**config.mk**
```make
export PLATFORM = sky130hd
export DESIGN_NAME = elevation_color_ramp_flat
export DESIGN_NICKNAME = d
export VERILOG_FILES = /design/src/rtl/core/ecr_pkg.sv /design/src/rtl/core/ecr_if.sv /design/src/rtl/core/elevation_color_ramp.sv /design/src/rtl/core/ecr_classify.sv /design/src/rtl/core/ecr_interp.sv /design/src/flat_wrapper.sv
export VERILOG_INCLUDE_DIRS = /design/src /design/src/rtl/core
export SDC_FILE = /design/constraint.sdc
export NUM_CORES = 2
export LEC_CHECK = 0
export BUFFER_PORTS_ARGS = -buffer_cell sky130_fd_sc_hd__buf_2
export CAP_MARGIN = 25
export CORE_ASPECT_RATIO = 1.2
export CORE_MARGIN = 2
export CORE_UTILIZATION = 29
export DETAILED_ROUTE_END_ITERATION = 8
export PLACE_DENSITY_LB_ADDON = 0.2
export RECOVER_POWER = 25
export SLEW_MARGIN = 30
export SYNTH_ARGS = -nofsm -noshare
export SYNTH_HDL_FRONTEND = slang
export SYNTH_SLANG_ARGS = --single-unit
```
**constraint.sdc**
```tcl
create_clock -name clock -period 8.5 [get_ports clock]
set_clock_uncertainty 0.15 [all_clocks]
set_input_delay 1.275 -clock clock [delete_from_list [all_inputs] [get_ports clock]]
set_output_delay 1.275 -clock clock [all_outputs]
set_load 0.05 [all_outputs]
```
**src/rtl/core/assert_macros.svh**
```systemverilog
// Assertion helpers for the elevation color ramp.
`ifndef ASSERT_MACROS_SVH
`define ASSERT_MACROS_SVH
`ifndef NO_ASSERTIONS
`define ECR_ASSERT(lbl, clk, rst, prop) \
   lbl: assert property (@(posedge clk) disable iff (rst) (prop)) \
      else $error("ecr assertion failed");
`define ECR_ASSERT_IMPL(lbl, clk, rst, ante, cons) \
   lbl: assert property (@(posedge clk) disable iff (rst) (ante) |-> (cons)) \
      else $error("ecr implication failed");
`else
`define ECR_ASSERT(lbl, clk, rst, prop)
`define ECR_ASSERT_IMPL(lbl, clk, rst, ante, cons)
`endif
`endif

```
**src/rtl/core/ecr_pkg.sv**
```systemverilog
`default_nettype none
package ecr_pkg;

   localparam int ELEV_WIDTH_DEF = 16;
   localparam int MAXE_W         = 15;
   localparam int NUM_BANDS      = 5;
   localparam int BAND_W         = 3;
   localparam int LEN_W          = 13;   // holds 32767 / 5
   localparam int Q_W            = 7;    // channel steps never exceed 120
   localparam int NUM_W          = LEN_W + Q_W;
   localparam int CH_W           = 8;
   localparam int RECIP_W        = 16;
   localparam int RECIP_SHIFT    = 18;

   localparam logic [MAXE_W-1:0]  MAXE_RESET = 15'h7FFF;
   localparam logic [LEN_W-1:0]   LEN_RESET  = LEN_W'(MAXE_RESET / NUM_BANDS);
   // floor(x / 5) == (x * 52429) >> 18 for every 15-bit x
   localparam logic [RECIP_W-1:0] RECIP_5    = 16'd52429;
   localparam logic [CH_W-1:0]    WATER_BLUE = 8'd128;

   localparam int CH_RED   = 0;
   localparam int CH_GREEN = 1;
   localparam int CH_BLUE  = 2;

   typedef logic [2:0][CH_W-1:0] rgb_type;

   typedef struct packed {
      logic              zero;
      logic              len_zero;
      logic [BAND_W-1:0] band;
      logic [LEN_W-1:0]  off;
   } band_type;

   typedef struct packed {
      logic                       zero;
      logic                       len_zero;
      logic [2:0][NUM_W-1:0]      rem;
      logic [2:0][Q_W-1:0]        quo;
      logic [2:0]                 neg;
      logic [2:0][CH_W-1:0]       lo;
   } div_type;

   // Color stops, index [CH_RED] .. [CH_BLUE]
   function automatic rgb_type stop_rgb(input logic [BAND_W-1:0] idx);
      rgb_type rgb;
      unique case (idx)
         3'd0:    rgb = {8'd0,   8'd60,  8'd0};
         3'd1:    rgb = {8'd0,   8'd96,  8'd0};
         3'd2:    rgb = {8'd0,   8'd120, 8'd60};
         3'd3:    rgb = {8'd0,   8'd96,  8'd120};
         3'd4:    rgb = {8'd0,   8'd0,   8'd120};
         3'd5:    rgb = {8'd120, 8'd120, 8'd120};
         default: rgb = '0;
      endcase
      return rgb;
   endfunction

endpackage
`default_nettype wire

```
**src/rtl/core/ecr_if.sv**
```systemverilog
`default_nettype none
interface ecr_req_if #(parameter int ELEVATION_WIDTH = ecr_pkg::ELEV_WIDTH_DEF);
   logic                              valid;
   logic                              ready;
   logic signed [ELEVATION_WIDTH-1:0] elevation;

   modport source (output valid, output elevation, input ready);
   modport sink   (input valid, input elevation, output ready);
endinterface

interface ecr_rsp_if;
   logic                        valid;
   logic                        ready;
   logic [ecr_pkg::CH_W-1:0]    red;
   logic [ecr_pkg::CH_W-1:0]    green;
   logic [ecr_pkg::CH_W-1:0]    blue;
   logic                        valid_res;

   modport source (output valid, output red, output green, output blue, output valid_res,
                   input ready);
   modport sink   (input valid, input red, input green, input blue, input valid_res,
                   output ready);
endinterface
`default_nettype wire

```
**src/rtl/core/elevation_color_ramp.sv**
```systemverilog
// Channel   Dir  Handshake            Payload
// req_bus   in   valid / ready        elevation (signed, ELEVATION_WIDTH bits)
// rsp_bus   out  valid / ready        red, green, blue (8 bits each), valid_res
// csr_*     in   csr_we               csr_wdata = max_elevation (15 bits)
//
// One request per cycle unless rsp_bus.ready holds the pipeline back. Stages: three
// classify, one product, seven divider (one quotient bit each) and the output register.
// The divider pipeline retires one request per cycle under the same condition.
// Reset clears all stage valid bits and loads the band length for max_elevation = 32767.
// Each stage takes new data when it is empty or its successor moves, so bubbles
// collapse and requests enter while a response waits on rsp_bus.ready, until all are full.
`default_nettype none
`include "assert_macros.svh"
module elevation_color_ramp #(
   parameter int ELEVATION_WIDTH = ecr_pkg::ELEV_WIDTH_DEF
) (
   input  wire logic                         clock,
   input  wire logic                         reset,
   ecr_req_if.sink                           req_bus,
   ecr_rsp_if.source                         rsp_bus,
   input  wire logic                         csr_we,
   input  wire logic [ecr_pkg::MAXE_W-1:0]   csr_wdata
);

   localparam int PW = ecr_pkg::MAXE_W + ecr_pkg::RECIP_W;

   logic [ecr_pkg::LEN_W-1:0] len_ff, len_in;
   logic [PW-1:0]             recip_prod;

   logic                      mid_valid, mid_ready;
   ecr_pkg::band_type         mid_band;

   // band length = max_elevation / 5, kept per write
   assign recip_prod = PW'(csr_wdata) * PW'(ecr_pkg::RECIP_5);
   assign len_in     = csr_we ? recip_prod[ecr_pkg::RECIP_SHIFT +: ecr_pkg::LEN_W] : len_ff;

   always_ff @(posedge clock) begin
      if (reset) begin
         len_ff <= ecr_pkg::LEN_RESET;
      end else begin
         len_ff <= len_in;
      end
   end

   ecr_classify #(
      .ELEVATION_WIDTH (ELEVATION_WIDTH)
   ) u_classify (
      .clock        (clock),
      .reset        (reset),
      .len          (len_ff),
      .in_valid     (req_bus.valid),
      .in_ready     (req_bus.ready),
      .in_elevation (req_bus.elevation),
      .out_valid    (mid_valid),
      .out_ready    (mid_ready),
      .out_band     (mid_band)
   );

   ecr_interp u_interp (
      .clock         (clock),
      .reset         (reset),
      .len           (len_ff),
      .in_valid      (mid_valid),
      .in_ready      (mid_ready),
      .in_band       (mid_band),
      .out_valid     (rsp_bus.valid),
      .out_ready     (rsp_bus.ready),
      .out_red       (rsp_bus.red),
      .out_green     (rsp_bus.green),
      .out_blue      (rsp_bus.blue),
      .out_valid_res (rsp_bus.valid_res)
   );

   `ECR_ASSERT_IMPL(a_novalid_black, clock, reset, rsp_bus.valid && !rsp_bus.valid_res, rsp_bus.red == '0 && rsp_bus.green == '0 && rsp_bus.blue == '0)
   `ECR_ASSERT_IMPL(a_len_gives_color, clock, reset, rsp_bus.valid && len_ff != '0, rsp_bus.valid_res)
   `ECR_ASSERT_IMPL(a_blue_source, clock, reset, rsp_bus.valid && rsp_bus.blue != '0, (rsp_bus.red == '0 && rsp_bus.green == '0 && rsp_bus.blue == ecr_pkg::WATER_BLUE) || rsp_bus.red == 8'd120)

endmodule
`default_nettype wire

```
**src/rtl/core/ecr_classify.sv**
```systemverilog
`default_nettype none
module ecr_classify #(
   parameter int ELEVATION_WIDTH = ecr_pkg::ELEV_WIDTH_DEF
) (
   input  wire logic                              clock,
   input  wire logic                              reset,
   input  wire logic [ecr_pkg::LEN_W-1:0]         len,
   input  wire logic                              in_valid,
   output logic                                   in_ready,
   input  wire logic signed [ELEVATION_WIDTH-1:0] in_elevation,
   output logic                                   out_valid,
   input  wire logic                              out_ready,
   output ecr_pkg::band_type                      out_band
);

   localparam int CW = (ELEVATION_WIDTH > 16) ? ELEVATION_WIDTH : 16;
   localparam int MW = ecr_pkg::MAXE_W;

   // stage 1: input register
   logic                              v1_ff;
   logic signed [ELEVATION_WIDTH-1:0] e_ff;
   logic                              rdy1, rdy2, rdy3;

   // stage 2: band select
   logic                              v2_ff;
   logic                              zero_ff, zero_in, lenz_ff, lenz_in;
   logic                              clo_ff, clo_in, chi_ff, chi_in;
   logic [ecr_pkg::BAND_W-1:0]        band2_ff, band2_in;
   logic [MW-1:0]                     e15_ff, e15_in, base_ff, base_in;

   // stage 3: offset inside band
   logic                              v3_ff;
   ecr_pkg::band_type                 band3_ff, band3_in;

   logic [CW-1:0]                     eu;
   logic [MW-1:0]                     m1, m2, m3, m4, m5;

   assign rdy3     = !v3_ff || out_ready;
   assign rdy2     = !v2_ff || rdy3;
   assign rdy1     = !v1_ff || rdy2;
   assign in_ready = rdy1;

   always_comb begin
      eu      = CW'(e_ff);
      m1      = MW'(len);
      m2      = m1 << 1;
      m4      = m1 << 2;
      m3      = m2 + m1;
      m5      = m4 + m1;
      zero_in = (e_ff == '0);
      lenz_in = (len == '0);
      e15_in  = eu[MW-1:0];
      clo_in  = 1'b0;
      chi_in  = 1'b0;
      priority if (e_ff[ELEVATION_WIDTH-1]) begin
         clo_in   = 1'b1;
         band2_in = 3'd0;
         base_in  = '0;
      end else if (eu >= CW'(m5)) begin
         chi_in   = 1'b1;
         band2_in = 3'd4;
         base_in  = m4;
      end else if (eu >= CW'(m4)) begin
         band2_in = 3'd4;
         base_in  = m4;
      end else if (eu >= CW'(m3)) begin
         band2_in = 3'd3;
         base_in  = m3;
      end else if (eu >= CW'(m2)) begin
         band2_in = 3'd2;
         base_in  = m2;
      end else if (eu >= CW'(m1)) begin
         band2_in = 3'd1;
         base_in  = m1;
      end else begin
         band2_in = 3'd0;
         base_in  = '0;
      end
   end

   always_comb begin
      logic [MW-1:0] diff;
      diff              = e15_ff - base_ff;
      band3_in.zero     = zero_ff;
      band3_in.len_zero = lenz_ff;
      band3_in.band     = band2_ff;
      priority if (clo_ff)
         band3_in.off = '0;
      else if (chi_ff)
         band3_in.off = len;
      else
         band3_in.off = diff[ecr_pkg::LEN_W-1:0];
   end

   always_ff @(posedge clock) begin
      if (reset) begin
         v1_ff <= 1'b0;
         v2_ff <= 1'b0;
         v3_ff <= 1'b0;
      end else begin
         if (rdy1) v1_ff <= in_valid;
         if (rdy2) v2_ff <= v1_ff;
         if (rdy3) v3_ff <= v2_ff;
      end
   end

   always_ff @(posedge clock) begin
      if (rdy1) begin
         e_ff <= in_elevation;
      end
      if (rdy2) begin
         zero_ff  <= zero_in;
         lenz_ff  <= lenz_in;
         clo_ff   <= clo_in;
         chi_ff   <= chi_in;
         band2_ff <= band2_in;
         e15_ff   <= e15_in;
         base_ff  <= base_in;
      end
      if (rdy3) begin
         band3_ff <= band3_in;
      end
   end

   assign out_valid = v3_ff;
   assign out_band  = band3_ff;

endmodule
`default_nettype wire

```
**src/rtl/core/ecr_interp.sv**
```systemverilog
`default_nettype none
module ecr_interp (
   input  wire logic                      clock,
   input  wire logic                      reset,
   input  wire logic [ecr_pkg::LEN_W-1:0] len,
   input  wire logic                      in_valid,
   output logic                           in_ready,
   input  wire ecr_pkg::band_type         in_band,
   output logic                           out_valid,
   input  wire logic                      out_ready,
   output logic [ecr_pkg::CH_W-1:0]       out_red,
   output logic [ecr_pkg::CH_W-1:0]       out_green,
   output logic [ecr_pkg::CH_W-1:0]       out_blue,
   output logic                           out_valid_res
);

   localparam int QW = ecr_pkg::Q_W;
   localparam int NW = ecr_pkg::NUM_W;

   // stage 0 forms |off * step|, stages 1..QW retire one quotient bit each
   logic                [QW:0] v_ff;
   logic                [QW:0] stg_rdy;
   ecr_pkg::div_type           div_ff [0:QW];
   ecr_pkg::div_type           div_in [0:QW];

   logic                       out_v_ff, out_rdy;
   ecr_pkg::rgb_type           rgb_ff, rgb_in;
   logic                       vres_ff, vres_in;

   assign out_rdy     = !out_v_ff || out_ready;
   assign stg_rdy[QW] = !v_ff[QW] || out_rdy;
   assign in_ready    = stg_rdy[0];

   always_comb begin
      ecr_pkg::rgb_type lo_rgb, hi_rgb;
      logic signed [8:0] diff;
      logic [8:0]        mag;
      lo_rgb              = ecr_pkg::stop_rgb(in_band.band);
      hi_rgb              = ecr_pkg::stop_rgb(ecr_pkg::BAND_W'(in_band.band + 1'b1));
      div_in[0].zero      = in_band.zero;
      div_in[0].len_zero  = in_band.len_zero;
      div_in[0].quo       = '0;
      for (int c = 0; c < 3; c++) begin
         diff              = $signed({1'b0, hi_rgb[c]}) - $signed({1'b0, lo_rgb[c]});
         mag               = diff[8] ? 9'(-diff) : 9'(diff);
         div_in[0].neg[c]  = diff[8];
         div_in[0].lo[c]   = lo_rgb[c];
         div_in[0].rem[c]  = NW'(in_band.off) * NW'(mag[QW-1:0]);
      end
   end

   for (genvar j = 1; j <= QW; j++) begin : g_div
      localparam int K = QW - j;
      assign stg_rdy[j-1] = !v_ff[j-1] || stg_rdy[j];

      always_comb begin
         logic [NW-1:0] trial;
         trial     = NW'(len) << K;
         div_in[j] = div_ff[j-1];
         for (int c = 0; c < 3; c++) begin
            if (div_ff[j-1].rem[c] >= trial) begin
               div_in[j].rem[c]    = div_ff[j-1].rem[c] - trial;
               div_in[j].quo[c][K] = 1'b1;
            end
         end
      end
   end

   for (genvar j = 0; j <= QW; j++) begin : g_stage
      always_ff @(posedge clock) begin
         if (reset) begin
            v_ff[j] <= 1'b0;
         end else if (stg_rdy[j]) begin
            v_ff[j] <= (j == 0) ? in_valid : v_ff[(j == 0) ? 0 : j - 1];
         end
      end

      always_ff @(posedge clock) begin
         if (stg_rdy[j]) begin
            div_ff[j] <= div_in[j];
         end
      end
   end

   // negative steps round toward minus infinity: lo - ceil(|num| / len)
   always_comb begin
      logic [ecr_pkg::CH_W-1:0] q8;
      logic                     frac;
      for (int c = 0; c < 3; c++) begin
         q8   = ecr_pkg::CH_W'(div_ff[QW].quo[c]);
         frac = (div_ff[QW].rem[c] != '0);
         if (div_ff[QW].neg[c])
            rgb_in[c] = div_ff[QW].lo[c] - q8 - ecr_pkg::CH_W'(frac);
         else
            rgb_in[c] = div_ff[QW].lo[c] + q8;
      end
      priority if (div_ff[QW].zero) begin
         rgb_in                  = '0;
         rgb_in[ecr_pkg::CH_BLUE] = ecr_pkg::WATER_BLUE;
         vres_in                 = 1'b1;
      end else if (div_ff[QW].len_zero) begin
         rgb_in  = '0;
         vres_in = 1'b0;
      end else begin
         vres_in = 1'b1;
      end
   end

   always_ff @(posedge clock) begin
      if (reset) begin
         out_v_ff <= 1'b0;
      end else if (out_rdy) begin
         out_v_ff <= v_ff[QW];
      end
   end

   always_ff @(posedge clock) begin
      if (out_rdy) begin
         rgb_ff  <= rgb_in;
         vres_ff <= vres_in;
      end
   end

   assign out_valid     = out_v_ff;
   assign out_red       = rgb_ff[ecr_pkg::CH_RED];
   assign out_green     = rgb_ff[ecr_pkg::CH_GREEN];
   assign out_blue      = rgb_ff[ecr_pkg::CH_BLUE];
   assign out_valid_res = vres_ff;

endmodule
`default_nettype wire

```
**src/flat_wrapper.sv**
```systemverilog
// flat-port wrapper written by rule: the top's interface ports become plain ports
module elevation_color_ramp_flat 
#(
   parameter int ELEVATION_WIDTH = ecr_pkg::ELEV_WIDTH_DEF
)
  (clock, reset, csr_we, csr_wdata, req_bus_valid, req_bus_elevation, req_bus_ready, rsp_bus_valid, rsp_bus_red, rsp_bus_green, rsp_bus_blue, rsp_bus_valid_res, rsp_bus_ready);
  ecr_req_if #(.ELEVATION_WIDTH(ELEVATION_WIDTH)) req_bus_i ();
  ecr_rsp_if rsp_bus_i ();
  input  wire logic clock;
  input  wire logic reset;
  input  wire logic csr_we;
  input  wire logic [ecr_pkg::MAXE_W-1:0] csr_wdata;
  input wire logic [$bits(req_bus_i.valid)-1:0] req_bus_valid;
  input wire logic [$bits(req_bus_i.elevation)-1:0] req_bus_elevation;
  output wire logic [$bits(req_bus_i.ready)-1:0] req_bus_ready;
  output wire logic [$bits(rsp_bus_i.valid)-1:0] rsp_bus_valid;
  output wire logic [$bits(rsp_bus_i.red)-1:0] rsp_bus_red;
  output wire logic [$bits(rsp_bus_i.green)-1:0] rsp_bus_green;
  output wire logic [$bits(rsp_bus_i.blue)-1:0] rsp_bus_blue;
  output wire logic [$bits(rsp_bus_i.valid_res)-1:0] rsp_bus_valid_res;
  input wire logic [$bits(rsp_bus_i.ready)-1:0] rsp_bus_ready;
  assign req_bus_i.valid = req_bus_valid;
  assign req_bus_i.elevation = req_bus_elevation;
  assign req_bus_ready = req_bus_i.ready;
  assign rsp_bus_valid = rsp_bus_i.valid;
  assign rsp_bus_red = rsp_bus_i.red;
  assign rsp_bus_green = rsp_bus_i.green;
  assign rsp_bus_blue = rsp_bus_i.blue;
  assign rsp_bus_valid_res = rsp_bus_i.valid_res;
  assign rsp_bus_i.ready = rsp_bus_ready;
  elevation_color_ramp #(.ELEVATION_WIDTH(ELEVATION_WIDTH)) u_core (.clock(clock), .reset(reset), .req_bus(req_bus_i), .rsp_bus(rsp_bus_i), .csr_we(csr_we), .csr_wdata(csr_wdata));
endmodule
```
* Word level (Yosys, flattened, before mapping)
Memories as Yosys holds them, arrays and structs flattened.
Index checks and enable logic that the tools add are counted.
** Storage, ports and cells
- Register bits after elaboration :: 117
- Memory bits (writable) :: 880
- Input port bits :: 36
- Output and inout bits :: 27
- Memories :: 1
** Memories
- u_core.u_interp.div_ff :: words 8, bits a word 110, read ports 8, clocked after Yosys merged registers in 0, wr ports 8, RTL line ecr_interp.sv:23 : ecr_pkg::div_type div_ff [0:QW];
** Operators by class
- Add/subtract/negate cells :: 40
- Multipliers :: 4
- $lt $le $gt $ge :: 26
- Equal/unequal tests :: 10
- Multiplexer cells :: 81
- Reduce and logical (&&, ||, !) cells :: 33
** Operators by type and width (count)
- two-way mux 20 bit :: 21
- one-hot mux 23 bit (6 select lines) :: 2
- two-way mux 13 bit :: 6
- >= comparator 20 x 13 -> 1 bit :: 3
- >= comparator 20 x 14 -> 1 bit :: 3
- >= comparator 20 x 15 -> 1 bit :: 3
- >= comparator 20 x 16 -> 1 bit :: 3
- >= comparator 20 x 17 -> 1 bit :: 3
- >= comparator 20 x 18 -> 1 bit :: 3
- >= comparator 20 x 19 -> 1 bit :: 3
- multiplier 13 x 7 -> 20 bit :: 3
- nonzero test 20 bit :: 3
- subtractor 20 x 13 -> 20 bit :: 3
- subtractor 20 x 14 -> 20 bit :: 3
- subtractor 20 x 15 -> 20 bit :: 3
- subtractor 20 x 16 -> 20 bit :: 3
- subtractor 20 x 17 -> 20 bit :: 3
- subtractor 20 x 18 -> 20 bit :: 3
- subtractor 20 x 19 -> 20 bit :: 3
- >= comparator 16 x 15 -> 1 bit :: 3
- two-way mux 1 bit :: 41
- multiplier 15 x 16 -> 31 bit (second input constant) :: 1
- adder 8 x 7 -> 8 bit :: 3
- two-way mux 24 bit :: 1
- other kinds (25) :: 68

* Longest topological paths before layout
- Word-level depth :: 13
- Mapped depth :: 30
- Mapped depth without buffers :: 29

* By module
A second synthesis with hierarchy kept.
** Unflattened totals
- Cells, all modules :: 5289
- Area total of the unflattened synthesis :: 55757.2 µm²
** By module, submodules not included
- ecr_interp :: instances 1, cells each 4258, area an instance 45507.4 µm², seq. area each 19668.9 µm²
- ecr_classify :: instances 1, cells each 615, area an instance 6144.6 µm², seq. area each 2072.0 µm²
- elevation_color_ramp :: instances 1, cells each 416, area an instance 4105.2 µm², seq. area each 260.2 µm²

* Least setup slack after synthesis
No wires, ideal clock.
- Path kind :: input-to-output
- From :: input rsp_bus_ready
- To :: output req_bus_ready
- Arrival :: 5.869 ns
- Path slack :: 1.206 ns
- Stages :: 7
- Path buffers :: 0
- Cell sequence :: nor2b_1 -> inv_1 -> nor2_1 -> and2_1 -> nand3_1 -> nor2_1 -> nand4_1
** On the way
- Longest elaborated chain between the ends :: 12
** Ends and longest elaborated chain
- start: declaration :: RTL line flat_wrapper.sv:21 : input wire logic [$bits(rsp_bus_i.ready)-1:0] rsp_bus_ready;
- logical OR 1 bit :: RTL line ecr_interp.sv:30 : assign out_rdy = !out_v_ff || out_ready;
- named net u_core.u_interp.out_rdy :: RTL line ecr_interp.sv:26 : logic out_v_ff, out_rdy;
- logical OR 1 bit :: RTL line ecr_interp.sv:31 : assign stg_rdy[QW] = !v_ff[QW] || out_rdy;
- logical OR 1 bit (6 in a row) :: RTL line ecr_interp.sv:54 : assign stg_rdy[j-1] = !v_ff[j-1] || stg_rdy[j];
- named net u_core.u_interp.stg_rdy[1] :: RTL line ecr_interp.sv:22 : logic [QW:0] stg_rdy;
- logical OR 1 bit :: RTL line ecr_interp.sv:54
- logical OR 1 bit :: RTL line ecr_classify.sv:38 : assign rdy3 = !v3_ff || out_ready;
- logical OR 1 bit :: RTL line ecr_classify.sv:39 : assign rdy2 = !v2_ff || rdy3;
- logical OR 1 bit :: RTL line ecr_classify.sv:40 : assign rdy1 = !v1_ff || rdy2;
- end: declaration :: RTL line flat_wrapper.sv:15 : output wire logic [$bits(req_bus_i.ready)-1:0] req_bus_ready;
The timed path passes the listed nets, and every way through them passes these cells.

==> metrics.yaml <==
ys_ff_latch: 741
num_rows: 174
routed_via_density: 4.78
hold_path.class: "register to register"
postRouteAntennaNets: 0
pre_cts_ws_ns: 0.653
synth_adder_area_share_pct: 22.7
fin_nets: 6165
grt_pass1_wl_um: 206000
die_area_sq_um: 192000
cp_data_arrival_time_ns: 7.97
vias: 37200
setup_slack_ns: 0.785
cts_resized: 0
post_cts_buffers: 0
synth_compound_area_share_pct: 12.8
ys_dominant_reg_cell: "edfxtp_1"
tightest_slew_ns: 4.33
min_period_ns: 7.71
routedWlPerCell_um: 16.4
synthSimpleGateAreaFrac_pct: 12.7
drive_above_1_share_pct: 7.09
synth_area_leaders: "edfxtp_1 39%, ha_1 16%, fa_1 6.7%"
cp-end-kind: "register"
placed_cell_area_sq_um: 58200
grt_pass1_vias: 38300
final_area_sq_um: 61000
synth_edf_count: 716
drt_pass1_iterations: 5
min_to: "u_core.u_interp.div_ff[1][142]"
seqCellArea_sq_um: 22000
ys_async_sr_fraction_pct: 0
min_period_over_period_pct: 90.8
grt-ovfl-total: 0
fp.dieH_um: 480
start_util_pct: 29.2
cp_max_fo: 13
numCtsBuffers: 87
cts_tree: "done"
cp_data_required_time_ns: 8.76
hold_path_depth: 0
synth-seq-area-share_pct: 40.2
grt_max_degree: 83
synth_area_per_cell_sq_um: 10.6
tns_ns: 0
slew_headroom_pct: -189
drc_errors: 0
antenna_found_initial: 4
multi_input_area_sq_um: 30800
startpoint_type: "register"
r2r_start: "u_core.u_classify.out_band[14]"
nFillCells: 18900
path_clk_slew_ns: 0.06
netlist_area_sq_um: 54800
synth_cell_type_count: 82
wirelength_um: 128000
drt_iter0_drc: 1669
min_from: "u_core.u_interp.div_ff[1][32]"
max-cap-violations: 4
r2r_slack_ns: 0.79
synth_common_cells: "716 x edfxtp_1, 703 x ha_1, 463 x inv_1, 368 x nor2_1, 342 x a21oi_1"
status: "finished with violations"
grt_setup_unrepaired: "false"
cts_hold_buf: 0
die_x_um: 401
clk_latency_ns: 0.70
place.gp.congestion: 0.831
fmax_mhz: 130
critPathKind: "register to register"
yosys.area.top_type: "edfxtp_1"
clock_path_buffers: 3
gr-usage-all-layers_pct: 13.3
io_buffers: 62
hold_viol: 0
ios: 63
synth.area.mux_share_pct: 2.31
core_area_sq_um: 187000
clockRootBuffer: "clkbuf_16"
ys_warn_count: 0
report.final.slew_viol_count: 134
timing.rr.end: "u_core.u_interp.div_ff[0][66]"
yosysMostFrequentCell: "edfxtp_1"
dp_hpwl_um: 97200
syn_to_final_growth_pct: 11.3
synth_fp_nets: 6070
clock_sinks: 741
h-tree-depth: 3
synth-xor-area-share_pct: 5.44
synth_top_cell_area_share_pct: 39.2
setup_viol: 0
synth_cells: 5149
reg2reg_depth: 26
failed_checks: "max-capacitance violations, max-slew violations"
synth_top_family_by_area: "adder cells"
-- worst max-delay path: stages, from the launching register on --
cell and delay [ns]:
edfxtp_1 0.54, ha_1 0.28, ha_1 0.38, nand2_1 0.12
o221ai_1 0.16, nand2b_1 0.24, fa_1 0.42, a21o_1 0.17
a21oi_1 0.38, nor2b_1 0.21, xnor2_1 0.44, nand2_1 0.16
fa_1 0.49, fa_1 0.54, inv_1 0.05, fa_1 0.47
ha_1 0.31, ha_1 0.23, fa_1 0.41, a21o_1 0.17
a21oi_1 0.22, nor2b_1 0.09, o211ai_1 0.18, nand2_1 0.10
a41oi_1 0.26, a21oi_1 0.11, xor2_1 0.16
-- through the flow --
step	cells	util, %	hold WS, ns
2_1_floorplan	5149	-	0.250
3_3_place_gp	7618	31.0	0.253
3_5_place_dp	7618	31.1	0.255
4_1_cts	7779	32.5	0.263
5_1_grt	7782	32.5	0.273
6_report	7782	32.5	0.266
-- layer usage --
layer	share of wire [%]	global-route usage (%)	up-vias	routed length [um]
met5	0.016	0	-	21
met1	45	16.5	17700	57900
met4	2.6	4.32	4	3260
met2	49	24.0	410	63100
li1	-	-	18900	-
met3	2.6	1.47	161	3350
-- layout by cell type, fill, tap and decap left out, drive strengths merged, types with 43 or more instances in the layout --
master,n
nand4,46
nor3,116
nand3,71
a21oi,342
inv,463
edfxtp,716
xor2,139
o21ai,239
buf,99
o21a,67
xnor2,201
nor2,369
nor4,54
ha,703
fa,182
a211oi,61
a21o,90
o31ai,45
and2,83
clkbuf,119
nand2b,48
mux2,74
mux2i,43
or3,53
nor2b,128
nand2,311
-- state kept, by name, indices dropped and copies added (netlist names) --
| signal | cells |
|---|---|
| u_core.u_interp.div_ff | 624 |
| u_core.u_classify.out_band | 18 |
| u_core.u_classify.e_ff | 16 |
| u_core.len_ff | 13 |
| u_core.u_classify.base_ff | 13 |
| u_core.u_classify.e15_ff | 13 |
| u_core.u_interp.out_blue | 8 |
| u_core.u_interp.out_green | 8 |
| u_core.u_interp.out_red | 8 |
| u_core.u_interp.v_ff | 8 |
| u_core.u_classify.band2_ff | 3 |
| u_core.u_classify.chi_ff | 1 |
| u_core.u_classify.clo_ff | 1 |
| u_core.u_classify.lenz_ff | 1 |
| u_core.u_classify.out_valid | 1 |
| u_core.u_classify.v1_ff | 1 |
| u_core.u_classify.v2_ff | 1 |
| u_core.u_classify.zero_ff | 1 |
| u_core.u_interp.out_valid | 1 |
| u_core.u_interp.out_valid_res | 1 |
-- cell type report --
| cell class | count | share of cell area (%) |
|---|---|---|
| multi-input cells | 3842 | 50.4 |
| well taps | 2464 | 5.05 |
| repair buffers | 106 | 1.04 |
| inverters | 466 | 2.87 |
| clock buffers | 112 | 3.79 |
| flip-flops and latches | 741 | 36.1 |
| diodes | 2 | 0.00821 |
| clock inverters | 49 | 0.726 |
-- cells by family after synthesis --
family,count (synthesis)
AO/OA/AOI/OAI,1102
XOR/XNOR,340
adder cells (fa/ha/maj),885
buffers and inverters,566
flip-flops,741
multiplexers,117
AND/OR/NAND/NOR,1398
-- worst max path at each step --
stage                              startpoint                       endpoint  slack (ns)
6_report       u_core.u_classify.out_band[14]  u_core.u_interp.div_ff[0][66]        0.79
5_1_grt        u_core.u_classify.out_band[14]  u_core.u_interp.div_ff[0][87]        0.18
4_1_cts        u_core.u_classify.out_band[14]  u_core.u_interp.div_ff[0][84]        0.65
3_5_place_dp   u_core.u_classify.out_band[14]  u_core.u_interp.div_ff[0][84]        0.65
3_3_place_gp   u_core.u_classify.out_band[14]  u_core.u_interp.div_ff[0][87]        0.71
2_1_floorplan                   rsp_bus_ready                  req_bus_ready        1.21
Power is left out: the tool's default activity adds up to more than one toggle a clock period on the data nets, which glitch-free logic cannot reach.
